[config.mk]
export PLATFORM = sky130hd
export DESIGN_NAME = line_rasterizer_flat
export DESIGN_NICKNAME = d
export VERILOG_FILES = /design/src/hw/rtl/lr_pkg.sv /design/src/hw/rtl/lr_if.sv /design/src/hw/rtl/lr_setup.sv /design/src/hw/rtl/lr_walker.sv /design/src/hw/rtl/lr_index.sv /design/src/hw/rtl/line_rasterizer.sv /design/src/flat_wrapper.sv
export SDC_FILE = /design/constraint.sdc
export NUM_CORES = 1
export LEC_CHECK = 0
export BUFFER_PORTS_ARGS = -buffer_cell sky130_fd_sc_hd__buf_2
export CAP_MARGIN = 40
export CORE_UTILIZATION = 50
export CTS_CLUSTER_DIAMETER = 150
export DETAILED_ROUTE_END_ITERATION = 12
export GPL_ROUTABILITY_DRIVEN = 0
export GPL_TIMING_DRIVEN = 0
export PLACE_DENSITY = 0.68
export SYNTH_ARGS = -nofsm -noshare
export SYNTH_HDL_FRONTEND = slang
export SYNTH_SLANG_ARGS = --single-unit
[constraint.sdc]
create_clock -name clock -period 19 [get_ports clock]
set_input_delay 1.9 -clock clock [delete_from_list [all_inputs] [get_ports clock]]
set_output_delay 1.9 -clock clock [all_outputs]
set_load 0.1 [all_outputs]
[src/hw/rtl/lr_pkg.sv]
// Line rasterizer package: widths, kind codes and the structs passed between stages.
// No dependencies; every other file of the rasterizer imports it.
`default_nettype none

package lr_pkg;

   localparam int COORD_BITS  = 10;
   localparam int DEC_W       = COORD_BITS + 3;
   localparam int COLOR_W     = 8;
   localparam int WIDTH_W     = 11;
   localparam int IDX_W       = 20;
   localparam int WIDTH_RESET = 1024;
   localparam int SUM_W       = COORD_BITS + WIDTH_W + 1;

   typedef logic [COORD_BITS-1:0]   coord_type;
   typedef logic [COLOR_W-1:0]      color_type;
   typedef logic signed [DEC_W-1:0] dec_type;

   typedef enum logic [0:0] {
      KIND_START = 1'b0,
      KIND_STEP  = 1'b1
   } kind_type;

   // Input item as held in the input register.
   typedef struct packed {
      kind_type  kind;
      coord_type start_x;
      coord_type start_y;
      coord_type end_x;
      coord_type end_y;
      color_type red;
      color_type green;
      color_type blue;
   } item_type;

   // Line state derived from a start item.
   typedef struct packed {
      logic      swapped;
      logic      minor_up;
      logic      busy;
      coord_type major_pos;
      coord_type major_stop;
      coord_type minor_pos;
      dec_type   decision;
      dec_type   dec_up;
      dec_type   dec_flat;
   } setup_type;

   // Pixel on its way to the index stage.
   typedef struct packed {
      coord_type x;
      coord_type y;
      color_type red;
      color_type green;
      color_type blue;
      logic      last;
   } pixel_type;

endpackage

`default_nettype wire

[src/hw/rtl/lr_if.sv]
// Valid/ready channel interfaces of the line rasterizer: request and response.
// Depends on lr_pkg for field widths.
`default_nettype none

interface lr_req_if import lr_pkg::*; ();
   logic      valid;
   logic      ready;
   kind_type  kind;
   coord_type start_x;
   coord_type start_y;
   coord_type end_x;
   coord_type end_y;
   color_type red_in;
   color_type green_in;
   color_type blue_in;

   modport source (output valid, kind, start_x, start_y, end_x, end_y,
                   red_in, green_in, blue_in, input ready);
   modport sink   (input valid, kind, start_x, start_y, end_x, end_y,
                   red_in, green_in, blue_in, output ready);
endinterface

interface lr_rsp_if import lr_pkg::*; ();
   logic             valid;
   logic             ready;
   coord_type        pixel_x;
   coord_type        pixel_y;
   logic [IDX_W-1:0] pixel_index;
   color_type        red_out;
   color_type        green_out;
   color_type        blue_out;
   logic             last;

   modport source (output valid, pixel_x, pixel_y, pixel_index, red_out, green_out,
                   blue_out, last, input ready);
   modport sink   (input valid, pixel_x, pixel_y, pixel_index, red_out, green_out,
                   blue_out, last, output ready);
endinterface

`default_nettype wire

[src/hw/rtl/lr_setup.sv]
// Line setup: axis swap, endpoint ordering, spans and decision terms of a start item.
// Combinational; depends on lr_pkg.
`default_nettype none

module lr_setup import lr_pkg::*; (
   input  item_type  item,
   output setup_type setup
);

   coord_type adx, ady;
   coord_type amaj, amin, bmaj, bmin, smin, emin;
   coord_type major_span, minor_span;
   logic      swapped, minor_up;
   dec_type   flat2, major2;

   always_comb begin
      adx = (item.start_x > item.end_x) ? item.start_x - item.end_x
                                        : item.end_x - item.start_x;
      ady = (item.start_y > item.end_y) ? item.start_y - item.end_y
                                        : item.end_y - item.start_y;
      swapped = ady > adx;
      if (swapped) begin
         amaj = item.start_y; amin = item.start_x;
         bmaj = item.end_y;   bmin = item.end_x;
      end else begin
         amaj = item.start_x; amin = item.start_y;
         bmaj = item.end_x;   bmin = item.end_y;
      end

      // order so the major coordinate rises
      if (amaj <= bmaj) begin
         setup.major_pos  = amaj;
         setup.major_stop = bmaj;
         smin = amin;
         emin = bmin;
      end else begin
         setup.major_pos  = bmaj;
         setup.major_stop = amaj;
         smin = bmin;
         emin = amin;
      end

      minor_up   = emin >= smin;
      major_span = setup.major_stop - setup.major_pos;
      minor_span = minor_up ? emin - smin : smin - emin;

      flat2  = dec_type'({2'b00, minor_span, 1'b0});
      major2 = dec_type'({2'b00, major_span, 1'b0});

      setup.swapped   = swapped;
      setup.minor_up  = minor_up;
      setup.minor_pos = smin;
      setup.busy      = setup.major_pos != setup.major_stop;
      setup.decision  = flat2 - dec_type'({3'b000, major_span});
      setup.dec_flat  = flat2;
      setup.dec_up    = flat2 - major2;
   end

endmodule

`default_nettype wire

[src/hw/rtl/lr_walker.sv]
// Line walker: holds the running line state, advances one major-axis pixel per step
// and registers the pixel. Depends on lr_pkg and lr_setup.
`default_nettype none

module lr_walker import lr_pkg::*; (
   input  logic      clock,
   input  logic      reset,
   input  logic      item_valid,
   output logic      item_ready,
   input  item_type  item,
   output logic      pix_valid,
   input  logic      pix_ready,
   output pixel_type pix
);

   setup_type setup;

   logic      busy_ff, busy_in;
   logic      swapped_ff, swapped_in;
   logic      minor_up_ff, minor_up_in;
   coord_type major_pos_ff, major_pos_in;
   coord_type major_stop_ff, major_stop_in;
   coord_type minor_pos_ff, minor_pos_in;
   dec_type   dec_ff, dec_in;
   dec_type   dec_up_ff, dec_up_in;
   dec_type   dec_flat_ff, dec_flat_in;
   color_type red_ff, red_in, green_ff, green_in, blue_ff, blue_in;
   logic      pix_valid_ff, pix_valid_in;
   pixel_type pix_ff, pix_in;
   logic      advance;

   lr_setup u_setup (
      .item  (item),
      .setup (setup)
   );

   assign advance    = !pix_valid_ff || pix_ready;
   assign item_ready = advance;
   assign pix_valid  = pix_valid_ff;
   assign pix        = pix_ff;

   always_comb begin
      busy_in       = busy_ff;
      swapped_in    = swapped_ff;
      minor_up_in   = minor_up_ff;
      major_pos_in  = major_pos_ff;
      major_stop_in = major_stop_ff;
      minor_pos_in  = minor_pos_ff;
      dec_in        = dec_ff;
      dec_up_in     = dec_up_ff;
      dec_flat_in   = dec_flat_ff;
      red_in        = red_ff;
      green_in      = green_ff;
      blue_in       = blue_ff;
      pix_valid_in  = pix_valid_ff;
      pix_in        = pix_ff;

      if (advance) begin
         pix_valid_in = 1'b0;
         if (item_valid) begin
            case (item.kind)
               KIND_START: begin
                  busy_in       = setup.busy;
                  swapped_in    = setup.swapped;
                  minor_up_in   = setup.minor_up;
                  major_pos_in  = setup.major_pos;
                  major_stop_in = setup.major_stop;
                  minor_pos_in  = setup.minor_pos;
                  dec_in        = setup.decision;
                  dec_up_in     = setup.dec_up;
                  dec_flat_in   = setup.dec_flat;
                  red_in        = item.red;
                  green_in      = item.green;
                  blue_in       = item.blue;
                  pix_valid_in  = 1'b1;
               end
               KIND_STEP: begin
                  // drop steps that arrive with no line running
                  if (busy_ff) begin
                     major_pos_in = major_pos_ff + coord_type'(1);
                     if (!dec_ff[DEC_W-1]) begin
                        minor_pos_in = minor_up_ff ? minor_pos_ff + coord_type'(1)
                                                   : minor_pos_ff - coord_type'(1);
                        dec_in       = dec_ff + dec_up_ff;
                     end else begin
                        dec_in       = dec_ff + dec_flat_ff;
                     end
                     busy_in      = major_pos_in != major_stop_ff;
                     pix_valid_in = 1'b1;
                  end
               end
               default: begin
                  pix_valid_in = 1'b0;
               end
            endcase
            pix_in.x     = swapped_in ? minor_pos_in : major_pos_in;
            pix_in.y     = swapped_in ? major_pos_in : minor_pos_in;
            pix_in.red   = red_in;
            pix_in.green = green_in;
            pix_in.blue  = blue_in;
            pix_in.last  = !busy_in;
         end
      end
   end

   always_ff @(posedge clock) begin
      if (reset) begin
         busy_ff      <= 1'b0;
         pix_valid_ff <= 1'b0;
      end else begin
         busy_ff      <= busy_in;
         pix_valid_ff <= pix_valid_in;
      end
   end

   always_ff @(posedge clock) begin
      swapped_ff    <= swapped_in;
      minor_up_ff   <= minor_up_in;
      major_pos_ff  <= major_pos_in;
      major_stop_ff <= major_stop_in;
      minor_pos_ff  <= minor_pos_in;
      dec_ff        <= dec_in;
      dec_up_ff     <= dec_up_in;
      dec_flat_ff   <= dec_flat_in;
      red_ff        <= red_in;
      green_ff      <= green_in;
      blue_ff       <= blue_in;
      pix_ff        <= pix_in;
   end

endmodule

`default_nettype wire

[src/hw/rtl/lr_index.sv]
// Index stage: forms the row-major pixel index and holds the response register.
// Depends on lr_pkg and the lr_rsp_if interface.
`default_nettype none

module lr_index import lr_pkg::*; (
   input  logic               clock,
   input  logic               reset,
   input  logic [WIDTH_W-1:0] line_width,
   input  logic               pix_valid,
   output logic               pix_ready,
   input  pixel_type          pix,
   lr_rsp_if.source           rsp
);

   logic             rsp_valid_ff, rsp_valid_in;
   pixel_type        out_ff, out_in;
   logic [IDX_W-1:0] idx_ff, idx_in;
   logic [SUM_W-1:0] sum;
   logic             advance;

   assign advance   = !rsp_valid_ff || rsp.ready;
   assign pix_ready = advance;

   always_comb begin
      sum          = SUM_W'(pix.y) * SUM_W'(line_width) + SUM_W'(pix.x);
      rsp_valid_in = rsp_valid_ff;
      out_in       = out_ff;
      idx_in       = idx_ff;
      if (advance) begin
         rsp_valid_in = pix_valid;
         out_in       = pix;
         idx_in       = IDX_W'(sum);
      end
   end

   always_ff @(posedge clock) begin
      if (reset) begin
         rsp_valid_ff <= 1'b0;
      end else begin
         rsp_valid_ff <= rsp_valid_in;
      end
   end

   always_ff @(posedge clock) begin
      out_ff <= out_in;
      idx_ff <= idx_in;
   end

   assign rsp.valid       = rsp_valid_ff;
   assign rsp.pixel_x     = out_ff.x;
   assign rsp.pixel_y     = out_ff.y;
   assign rsp.pixel_index = idx_ff;
   assign rsp.red_out     = out_ff.red;
   assign rsp.green_out   = out_ff.green;
   assign rsp.blue_out    = out_ff.blue;
   assign rsp.last        = out_ff.last;

endmodule

`default_nettype wire

[src/hw/rtl/line_rasterizer.sv]
// Bresenham line rasterizer, top level. A request transaction passes the input register,
// the walker pixel register and the index register, in that order, on its way to a response.
// Throughput: one request transaction per cycle while the response channel takes every
// response; each start or running step yields one pixel. Reset (synchronous, active high)
// clears all valid flags and the line-running flag and sets line_width to 1024.
`default_nettype none

module line_rasterizer import lr_pkg::*; (
   input  logic               clock,
   input  logic               reset,
   input  logic               csr_wr_en,
   input  logic [WIDTH_W-1:0] csr_wr_data,
   lr_req_if.sink             req_bus,
   lr_rsp_if.source           rsp_bus
);

   // Frame width register, the row stride of the pixel index.
   logic [WIDTH_W-1:0] width_ff, width_in;

   // Input register: holds one request transaction until the walker takes it.
   logic      in_valid_ff, in_valid_in;
   item_type  in_ff, in_in;
   logic      walk_ready;

   // Walker to index stage.
   logic      pix_valid, pix_ready;
   pixel_type pix;

   always_comb begin
      width_in = csr_wr_en ? csr_wr_data : width_ff;
   end

   // Accept whenever the register is empty or drains into the walker this cycle.
   assign req_bus.ready = !in_valid_ff || walk_ready;

   always_comb begin
      in_valid_in = in_valid_ff;
      in_in       = in_ff;
      if (req_bus.ready) begin
         in_valid_in   = req_bus.valid;
         in_in.kind    = req_bus.kind;
         in_in.start_x = req_bus.start_x;
         in_in.start_y = req_bus.start_y;
         in_in.end_x   = req_bus.end_x;
         in_in.end_y   = req_bus.end_y;
         in_in.red     = req_bus.red_in;
         in_in.green   = req_bus.green_in;
         in_in.blue    = req_bus.blue_in;
      end
   end

   always_ff @(posedge clock) begin
      if (reset) begin
         width_ff    <= WIDTH_W'(WIDTH_RESET);
         in_valid_ff <= 1'b0;
      end else begin
         width_ff    <= width_in;
         in_valid_ff <= in_valid_in;
      end
   end

   always_ff @(posedge clock) begin
      in_ff <= in_in;
   end

   // Walker: line setup on start, one major-axis advance on step, pixel register.
   lr_walker u_walker (
      .clock      (clock),
      .reset      (reset),
      .item_valid (in_valid_ff),
      .item_ready (walk_ready),
      .item       (in_ff),
      .pix_valid  (pix_valid),
      .pix_ready  (pix_ready),
      .pix        (pix)
   );

   // Index stage: y * line_width + x, wrapped to the index width, and response register.
   lr_index u_index (
      .clock      (clock),
      .reset      (reset),
      .line_width (width_ff),
      .pix_valid  (pix_valid),
      .pix_ready  (pix_ready),
      .pix        (pix),
      .rsp        (rsp_bus)
   );

endmodule

`default_nettype wire

[src/flat_wrapper.sv]
// flat-port wrapper written by rule: the top's interface ports become plain ports
module line_rasterizer_flat import lr_pkg::*;
  (clock, reset, csr_wr_en, csr_wr_data, req_bus_valid, req_bus_kind, req_bus_start_x, req_bus_start_y, req_bus_end_x, req_bus_end_y, req_bus_red_in, req_bus_green_in, req_bus_blue_in, req_bus_ready, rsp_bus_valid, rsp_bus_pixel_x, rsp_bus_pixel_y, rsp_bus_pixel_index, rsp_bus_red_out, rsp_bus_green_out, rsp_bus_blue_out, rsp_bus_last, rsp_bus_ready);
  lr_req_if req_bus_i ();
  lr_rsp_if rsp_bus_i ();
  input  logic clock;
  input  logic reset;
  input  logic csr_wr_en;
  input  logic [WIDTH_W-1:0] csr_wr_data;
  input wire logic [$bits(req_bus_i.valid)-1:0] req_bus_valid;
  input wire logic [$bits(req_bus_i.kind)-1:0] req_bus_kind;
  input wire logic [$bits(req_bus_i.start_x)-1:0] req_bus_start_x;
  input wire logic [$bits(req_bus_i.start_y)-1:0] req_bus_start_y;
  input wire logic [$bits(req_bus_i.end_x)-1:0] req_bus_end_x;
  input wire logic [$bits(req_bus_i.end_y)-1:0] req_bus_end_y;
  input wire logic [$bits(req_bus_i.red_in)-1:0] req_bus_red_in;
  input wire logic [$bits(req_bus_i.green_in)-1:0] req_bus_green_in;
  input wire logic [$bits(req_bus_i.blue_in)-1:0] req_bus_blue_in;
  output wire logic [$bits(req_bus_i.ready)-1:0] req_bus_ready;
  output wire logic [$bits(rsp_bus_i.valid)-1:0] rsp_bus_valid;
  output wire logic [$bits(rsp_bus_i.pixel_x)-1:0] rsp_bus_pixel_x;
  output wire logic [$bits(rsp_bus_i.pixel_y)-1:0] rsp_bus_pixel_y;
  output wire logic [$bits(rsp_bus_i.pixel_index)-1:0] rsp_bus_pixel_index;
  output wire logic [$bits(rsp_bus_i.red_out)-1:0] rsp_bus_red_out;
  output wire logic [$bits(rsp_bus_i.green_out)-1:0] rsp_bus_green_out;
  output wire logic [$bits(rsp_bus_i.blue_out)-1:0] rsp_bus_blue_out;
  output wire logic [$bits(rsp_bus_i.last)-1:0] rsp_bus_last;
  input wire logic [$bits(rsp_bus_i.ready)-1:0] rsp_bus_ready;
  assign req_bus_i.valid = req_bus_valid;
  assign req_bus_i.kind = req_bus_kind;
  assign req_bus_i.start_x = req_bus_start_x;
  assign req_bus_i.start_y = req_bus_start_y;
  assign req_bus_i.end_x = req_bus_end_x;
  assign req_bus_i.end_y = req_bus_end_y;
  assign req_bus_i.red_in = req_bus_red_in;
  assign req_bus_i.green_in = req_bus_green_in;
  assign req_bus_i.blue_in = req_bus_blue_in;
  assign req_bus_ready = req_bus_i.ready;
  assign rsp_bus_valid = rsp_bus_i.valid;
  assign rsp_bus_pixel_x = rsp_bus_i.pixel_x;
  assign rsp_bus_pixel_y = rsp_bus_i.pixel_y;
  assign rsp_bus_pixel_index = rsp_bus_i.pixel_index;
  assign rsp_bus_red_out = rsp_bus_i.red_out;
  assign rsp_bus_green_out = rsp_bus_i.green_out;
  assign rsp_bus_blue_out = rsp_bus_i.blue_out;
  assign rsp_bus_last = rsp_bus_i.last;
  assign rsp_bus_i.ready = rsp_bus_ready;
  line_rasterizer u_core (.clock(clock), .reset(reset), .csr_wr_en(csr_wr_en), .csr_wr_data(csr_wr_data), .req_bus(req_bus_i), .rsp_bus(rsp_bus_i));
endmodule
==> results of run 1 <==
-- layer usage --
layer | GRT usage | up-vias | part of all wire
met5 | 0 | - | 0
met3 | 0.03043 | 107 | 0.050
met4 | 0.1033 | 0 | 0.047
met2 | 0.3919 | 433 | 0.48
met1 | 0.2927 | 6432 | 0.43
li1 | - | 6498 | -
-- worst reg2reg max path: cells and delay by family (launching register included) --
family | cells | cell delay [ns]
compound gates | 21 | 4.21
buf+inv | 16 | 4.07
simple gates | 17 | 2.76
fa+ha+maj | 6 | 2.06
mux | 4 | 1.71
flops | 1 | 0.39
xor+xnor | 2 | 0.25
-- kinds of logic (layout without fill, tap and decap cells) --
group,after synthesis,count (layout)
buffers and inverters,311,515
adder cells (fa/ha/maj),262,262
flip-flops,255,255
AO/OA/AOI/OAI,342,342
AND/OR/NAND/NOR,414,414
multiplexers,98,98
XOR/XNOR,106,106
-- stage by stage --
step | utilization | worst slack [ns]
finish | 0.5750 | 3.309
global placement | 0.5479 | 3.970
floorplan | - | 6.726
global route | 0.5750 | 2.211
CTS | 0.5750 | 3.661
detailed placement | 0.5510 | 3.732
-- synthesized netlist by cell type (9+ instances only) --
master / instances
sky130_fd_sc_hd__mux2i_1: 63
sky130_fd_sc_hd__o21bai_1: 14
sky130_fd_sc_hd__inv_1: 238
sky130_fd_sc_hd__dfxtp_1: 15
sky130_fd_sc_hd__xnor2_1: 69
sky130_fd_sc_hd__mux2_2: 34
sky130_fd_sc_hd__and2_1: 110
sky130_fd_sc_hd__a21oi_1: 121
sky130_fd_sc_hd__nor2b_1: 21
sky130_fd_sc_hd__o211ai_1: 10
sky130_fd_sc_hd__o21ai_1: 17
sky130_fd_sc_hd__ha_1: 173
sky130_fd_sc_hd__nand4_1: 12
sky130_fd_sc_hd__a21o_1: 33
sky130_fd_sc_hd__o21ai_0: 80
sky130_fd_sc_hd__buf_2: 9
sky130_fd_sc_hd__nand2_1: 97
sky130_fd_sc_hd__nand2b_1: 14
sky130_fd_sc_hd__nor2_1: 97
sky130_fd_sc_hd__fa_1: 89
sky130_fd_sc_hd__edfxtp_1: 240
sky130_fd_sc_hd__nand3_1: 18
sky130_fd_sc_hd__nor3_1: 11
sky130_fd_sc_hd__a211oi_1: 11
sky130_fd_sc_hd__clkbuf_1: 52
sky130_fd_sc_hd__or3_1: 11
sky130_fd_sc_hd__xor2_1: 37
-- state kept, by name, indices dropped and copies added, names as in the netlist, 10 cells and up --
register,flops
u_core.u_walker.dec_flat_ff,10
u_core.u_walker.dec_up_ff,11
u_core.u_walker.pix,45
u_core.u_walker.dec_ff,12
u_core.in_ff,65
u_core.u_index.rsp.pixel_y,10
u_core.u_walker.major_stop_ff,10
u_core.width_ff,11
u_core.u_walker.major_pos_ff,10
u_core.u_index.rsp.pixel_index,20
u_core.u_index.rsp.pixel_x,10
u_core.u_walker.minor_pos_ff,10
-- worst min path at each step --
stage	from	to	cells past startpoint
finish	u_core.u_walker.pix[18]	u_core.u_index.rsp.red_out[1]	0
global route	u_core.in_ff[8]	u_core.u_walker.pix[9]	0
CTS	u_core.in_ff[8]	u_core.u_walker.pix[9]	0
detailed placement	u_core.u_walker.pix[17]	u_core.u_index.rsp.red_out[0]	0
global placement	u_core.u_walker.pix[8]	u_core.u_index.rsp.blue_out[7]	0
floorplan	u_core.u_walker.pix[1]	u_core.u_index.rsp.blue_out[0]	0
-- cell type report --
class | count | area share
multi-input cells | 1222 | 0.4779
flip-flops and latches | 255 | 0.3541
inverters | 240 | 0.04249
repair buffers | 153 | 0.03942
clock buffers | 43 | 0.03618
well taps | 504 | 0.02974
plain buffers | 71 | 0.01469
clock inverters | 8 | 0.005488
==> results.txt, run 1 <==
Of the post-synthesis cell area, the dominant cell type holds 0.3826. The clock latency on the worst-skew pair came out at 0.58 ns. The detailed placement HPWL is 34240 µm. Clock-pin slew was measured on the worst setup and hold paths at 0.06 ns.

The share of layout cells above drive strength 1 is 0.1315. Setup violations remaining at the end of the flow were counted as 0. The routed design could run at a clock period as short as 15.69 ns. The share of the synthesized area in compound gates (AO/OA/AOI/OAI) came to 0.1131. The register-to-register setup slack came out at 3.31 ns. In the final routed layout, each cell accounts on average for 17.32 µm.

The arrival time at the worst endpoint is 16.00 ns. The number of clock sinks is 255. The floorplan step defined a die boundary enclosing 38450 µm². Post-CTS repair changed the size of 0 cells. The total instance count after detailed placement is 2445. The number of vias per cell came out at 5.397. The remaining global-route overflow came out at 0. In the final layout, the multi-input gates occupy 10130 µm². The final-layout setup total negative slack is 0 ns.

The library cell used as clock root buffer is sky130_fd_sc_hd__clkbuf_16. The maximum number of pins on one net before global-route repair came out at 54. The total DRC errors in the routed layout came out at 0.

The number of cells traversed by the worst register-to-register path came out at 66. In this run the core area contains 70 standard-cell rows. The count of cell types in the netlist came out at 72.

The path class of the lowest-slack min-delay path is reg2reg. On the final layout, the worst hold slack is 0.4175 ns. The count of endpoints failing hold in the final timing report came out at 0. The antenna violation net count after detailed routing came out at 0. In this design, the stage delay of the slowest critical-path cell is 0.52 ns. The most used flip-flop cell after synthesis is sky130_fd_sc_hd__edfxtp_1. The mean area per synthesized cell is 10.54 µm². The number of cells on the critical path came out at 66. The overall routing resource usage is 0.2301. The number of max-slew violations in the final report is 0.

The most common cell after layout, fill and taps aside is sky130_fd_sc_hd__edfxtp_1. The critical path required time is 19.31 ns. The die extent in y is 196.1 µm. The CTS tree is done.

The detailed-route via count is 13470. The Yosys warning count came out at 0. The endpoint class of the critical path is a flop. The cell family with the largest share of critical-path delay is compound AO/OA/AOI/OAI gates. The arithmetic-cell share of the synthesized area counting full adders, half adders and majority gates came out at 0.2095. The count of buffers added by post-CTS timing repair for setup is 0. The most critical setup path has its startpoint at u_core.in_ff[54]. The chip width came out at 196.1 µm. Sorting the synthesized cells by area gives the leading types as sky130_fd_sc_hd__edfxtp_1 38%, sky130_fd_sc_hd__ha_1 11%, sky130_fd_sc_hd__fa_1 9.5%, sky130_fd_sc_hd__inv_1 4.7%, sky130_fd_sc_hd__and2_1 3.7%. CTS built an H-tree with a depth of 1. The number of iterations in the first detailed-routing pass came out at 6. The number of max-cap violations came out at 0. The placeable core area is 36870 µm². For this block, the routed nets add up to 43230 µm of wire. Synthesis produced a netlist with a net count of 2131. The number of I/O pins is 148. The number of hold buffers added after CTS was 0.

In the layout the commonest cells are 240 x sky130_fd_sc_hd__edfxtp_1, 237 x sky130_fd_sc_hd__inv_1, 173 x sky130_fd_sc_hd__ha_1, 157 x sky130_fd_sc_hd__buf_2, 121 x sky130_fd_sc_hd__a21oi_1. The count of state elements after synthesis is 255. In this run the tightest slew margin relative to its limit is 0.3439. The area of all placed cells without fillers is 21200 µm². The number of DRC markers after the initial detailed-route iteration is 939. The share of the Yosys chip area taken by registers is 0.3985. In this run the critical register-to-register path is captured at u_core.u_walker.dec_ff[10]. Summed over all instances, the cell type with the most area after synthesis is sky130_fd_sc_hd__edfxtp_1. For this run, the number of standard cells in the final layout without fillers is 2496. After synthesis the cells add up to 18840 µm². Setup repair after global routing left no endpoint under its margin. The slowest stage of the critical path is the sky130_fd_sc_hd__mux2i_1 cell. In this run the worst path has a maximum fanout of 10. Together, buffers and inverters on the worst path number 16.

The number of global-route vias before repair came out at 13511. The area used by sequential logic in the layout is 7507 µm². Following the worst setup path forward leads to its endpoint at u_core.u_walker.dec_ff[10]. The number of inserted filler cells in the final layout is 3161. The sort of element at the start of the critical path is a flop. The final clock skew came out at 0.01861 ns.

The run finished with clean final reports. The number of flops mapped to enable cells by yosys came out at 240. The wire length of the first global-routing pass is 69660 µm. The placed cell area came out at 20320 µm². In this run, CTS created clock tree buffers numbering 28. The share of flip-flops with an asynchronous set or reset is 0. The initial antenna violation count came to 1.

In the finished design, the share of the clock period the worst path needs comes to 0.8259. The startpoint of the worst register-to-register path is u_core.in_ff[54]. The upper clock frequency limit came out at 0.06373 GHz.

The type of the worst setup path is reg2reg. The dominant combinational cell family by area after synthesis is adder cells. The antenna diode count is 0. The multiplexer share of the synthesized area is 0.05440. The xor and xnor area share after synthesis came out at 0.04929. The initial utilization of the core area, before any placement, comes to 0.5109. Compared with the post-synthesis result, the final layout area differs by 12.55%. The number of buffers inserted by port buffering is 147. The maximum buffer depth of the clock tree came out at 3.

The transition at the pin with the smallest max-transition slack came out at 0.9766 ns. The net count of the finished layout is 2314. The basic-gate share of the synthesized area counting and, or, nand and nor cells is 0.1109. Synthesis produced 1788 cells.
Power of run 1 is left out: the tool's default activity adds up to more than one toggle a clock period on the data nets, which glitch-free logic cannot reach.
==> run 2: changes to the inputs <==
--- a/config.mk
+++ b/config.mk
@@ -5,6 +5,7 @@
 export SDC_FILE = /design/constraint.sdc
 export NUM_CORES = 1
 export LEC_CHECK = 0
+export ABC_AREA = 1
 export BUFFER_PORTS_ARGS = -buffer_cell sky130_fd_sc_hd__buf_2
 export CAP_MARGIN = 40
 export CORE_UTILIZATION = 50
@@ -12,7 +13,7 @@
 export DETAILED_ROUTE_END_ITERATION = 12
 export GPL_ROUTABILITY_DRIVEN = 0
 export GPL_TIMING_DRIVEN = 0
-export PLACE_DENSITY = 0.68
+export PLACE_DENSITY = 0.71
 export SYNTH_ARGS = -nofsm -noshare
 export SYNTH_HDL_FRONTEND = slang
 export SYNTH_SLANG_ARGS = --single-unit
==> constraint.sdc (replaced) <==
create_clock -name clock -period 12.8 [get_ports clock]
set_input_delay 1.28 -clock clock [delete_from_list [all_inputs] [get_ports clock]]
set_output_delay 1.28 -clock clock [all_outputs]
set_load 0.1 [all_outputs]
==> run 2 against run 1 <==
  * Cell count rose by 14%
  * Worst hold slack got worse by 0.0011 ns
  * Clock skew fell by 0.0044 ns
  * Critical endpoint is now u_core.u_walker.dec_ff[9]
==> results.txt, run 2 <==
The placeable core area came out at 36870 µm². The run finished with clean final reports. By area the synthesized netlist is led by sky130_fd_sc_hd__edfxtp_1 38%, sky130_fd_sc_hd__ha_1 11%, sky130_fd_sc_hd__fa_1 9.5%, sky130_fd_sc_hd__inv_1 9.2%, sky130_fd_sc_hd__nand2_1 9.2%. The number of clock sinks came out at 255. The Yosys warning count is 0.

The setup slack after layout came out at 1.035 ns. The mapped netlist covers 18850 µm². The final layout net count came out at 2658. Dividing the final minimum period by the clock period gives 0.9192. The count of state elements after synthesis came out at 255. During placement, the flow inserted port buffers numbering 147.

At the placement stage, the worst setup path has a slack of 1.119 ns. The commonest cells after synthesis are 464 x sky130_fd_sc_hd__inv_1, 464 x sky130_fd_sc_hd__nand2_1, 240 x sky130_fd_sc_hd__edfxtp_1, 173 x sky130_fd_sc_hd__ha_1, 151 x sky130_fd_sc_hd__o21ai_0. The number of nets in the synthesized netlist came out at 2474. The type of the worst setup path is reg2reg.

STA classifies the critical path startpoint as a flop. The critical path required time is 13.11 ns. The leading area contributor after synthesis is sky130_fd_sc_hd__edfxtp_1. Of the synthesized area, sequential elements account for 0.3982. The clock buffer count from CTS came out at 29. The antenna diode count came out at 0. The clock latency on the worst-skew pair is 0.58 ns. The share of synthesized area in the top cell type comes to 0.3823.

The library cell used most frequently in the layout, excluding fill and tap cells, is sky130_fd_sc_hd__inv_1. The number of max-slew violations in the final report is 0. Measured along the x axis, the die boundary spans 196.2 µm. The upper clock frequency limit is 0.08500 GHz. The CTS tree is done. The share of flip-flops with an asynchronous set or reset came out at 0. Along the worst path, the maximum fanout reaches 10. The slowest stage of the critical path is the sky130_fd_sc_hd__edfxtp_1 cell. The CTS clock-pin slew for the worst setup and hold paths came out at 0.06 ns. The maximum number of pins on one net before global-route repair came out at 65. The overall die area is 38480 µm². The worst slew margin relative to its limit came out at 0.5660. Summed over all nets, the half-perimeter wirelength after detailed placement is 35310 µm. The die extent in y came out at 196.2 µm. Yosys mapped a number of flops with a built-in enable equal to 240.

The wire length per cell after detailed routing came out at 15.55 µm. The count of buffers added by post-CTS timing repair for setup came out at 0. The overall routed net length is 44140 µm. Between clock sinks in the finished design, the worst skew comes to 0.01421 ns. The starting density of the core came out at 0.5113. The maximum buffer depth of the clock tree came out at 3. In this design, the critical path's most frequently occurring cell is sky130_fd_sc_hd__nand2_1.

The total DRC errors in the routed layout came out at 0. The worst setup path is captured at a flop. Each instance of the synthesized netlist takes up on average 8.846 µm². Counting flops per register, the top entry is u_core.in_ff.

The number of flip-flops in the largest register is 65. The top cell types in the final layout, fill and taps aside, are 463 x sky130_fd_sc_hd__inv_1, 462 x sky130_fd_sc_hd__nand2_1, 240 x sky130_fd_sc_hd__edfxtp_1, 173 x sky130_fd_sc_hd__ha_1, 154 x sky130_fd_sc_hd__buf_2. At the worst endpoint, the arrival time is 12.08 ns. The path class of the lowest-slack min-delay path is reg2reg.

The initial antenna violation count came out at 0. The wire length of the first global-routing pass is 71790 µm. The antenna violation net count after detailed routing came out at 0.

148 I/O pins were placed. CTS placed an instance of sky130_fd_sc_hd__clkbuf_16 at the clock tree root. The number of vias per cell came out at 5.194.

The overall routing resource usage is 0.2337. The count of cell types in the netlist came out at 56. The signed area change from the synthesized netlist to the final layout came out at 13.55%. The synthesized netlist cell count is 2131. The detailed-route via count came out at 14746. The count of endpoints failing hold in the final timing report was 0. The number of cell rows came out at 70. The number of global-route vias before repair came to 14602. The number of iterations in the first detailed-routing pass came out at 6. The total of endpoints with negative setup slack in the final report came out at 0. The final critical delay including setup and external delays is 11.77 ns. The maximum level of the CTS H-tree came out at 1.

The transition at the pin with the smallest max-transition slack came out at 0.6511 ns. The number of max-cap violations came out at 0. The total overflow left after global routing is 0.

The detailed router finished its first iteration with 1097 violations. For this run, the leading register cell type out of synthesis is sky130_fd_sc_hd__edfxtp_1. The delay of the slowest cell on the worst path came out at 0.46 ns.

The share of layout cells above drive strength 1 is 0.1088.
-- run 2: area by class of cell --
class                      count  area, µm²
clock buffer                  32      737.0
tap                          504      630.6
sequential                   255       7507
timing repair buffer         153      877.1
multi-input combinational   1351       9340
buffer                        58      275.3
clock inverter                19      280.3
fill                        3196      15470
inverter                     467       1758
-- run 2: final timing paths --
| path | startpoint | to | slack, ns | depth (start not counted) |
|---|---|---|---|---|
| setup / recovery | u_core.in_ff[44] | u_core.u_walker.dec_ff[9] | 1.03 | 64 |
| hold / removal | u_core.in_ff[19] | u_core.u_walker.pix[20] | 0.42 | 0 |
| setup reg to reg | u_core.in_ff[44] | u_core.u_walker.dec_ff[9] | 1.03 | 64 |
| hold reg to reg | u_core.in_ff[19] | u_core.u_walker.pix[20] | 0.42 | 0 |
-- run 2: logic make-up after synthesis --
kind of cell    Yosys count  share of synthesized area
simple gates            656                     0.1427
buf+inv                 525                     0.1079
compound gates          355                     0.1055
fa+ha+maj               262                     0.2093
flops                   255                     0.3982
xor+xnor                 76                    0.03531
mux                       2                   0.001062
-- run 2: layer usage --
metal	GRT usage	vias up	wire, µm	share of wire
met4	0.1007	0	1914	0.043
li1	-	7211	-	-
met3	0.02974	124	2377	0.054
met1	0.2939	6906	18560	0.42
met2	0.4044	505	21290	0.48
met5	0	-	0	0
-- run 2: worst max-delay path: cells and delay by family, from the launching register on --
kind	cells	cell delay, ns
AO/OA/AOI/OAI	16	2.57
adder cells (fa/ha/maj)	7	2.22
XOR/XNOR	1	0.24
AND/OR/NAND/NOR	25	3.44
buffers and inverters	15	2.56
flip-flops	1	0.46
-- run 2: repair_timing --
action / in CTS / in global routing
hold endpoints to repair: 0 / 0
gates resized for setup: 0 / 1
hold buffers: 0 / 0
setup endpoints to repair: 0 / 4
-- run 2: stage by stage --
| step | TNS [ns] | hold WS [ns] | util | instance area, µm² | std cells |
|---|---|---|---|---|---|
| after floorplan | 0 | 0.4003 | - | 18850 | 2131 |
| after global placement | 0 | 0.4002 | 0.5483 | 20220 | 2782 |
| after detailed placement | 0 | 0.4045 | 0.5528 | 20380 | 2788 |
| after CTS | 0 | 0.4154 | 0.5804 | 21400 | 2839 |
| after global routing | -0.001449 | 0.4191 | 0.5805 | 21410 | 2839 |
| final | 0 | 0.4164 | 0.5805 | 21410 | 2839 |
Power of run 2 is left out for the same reason.
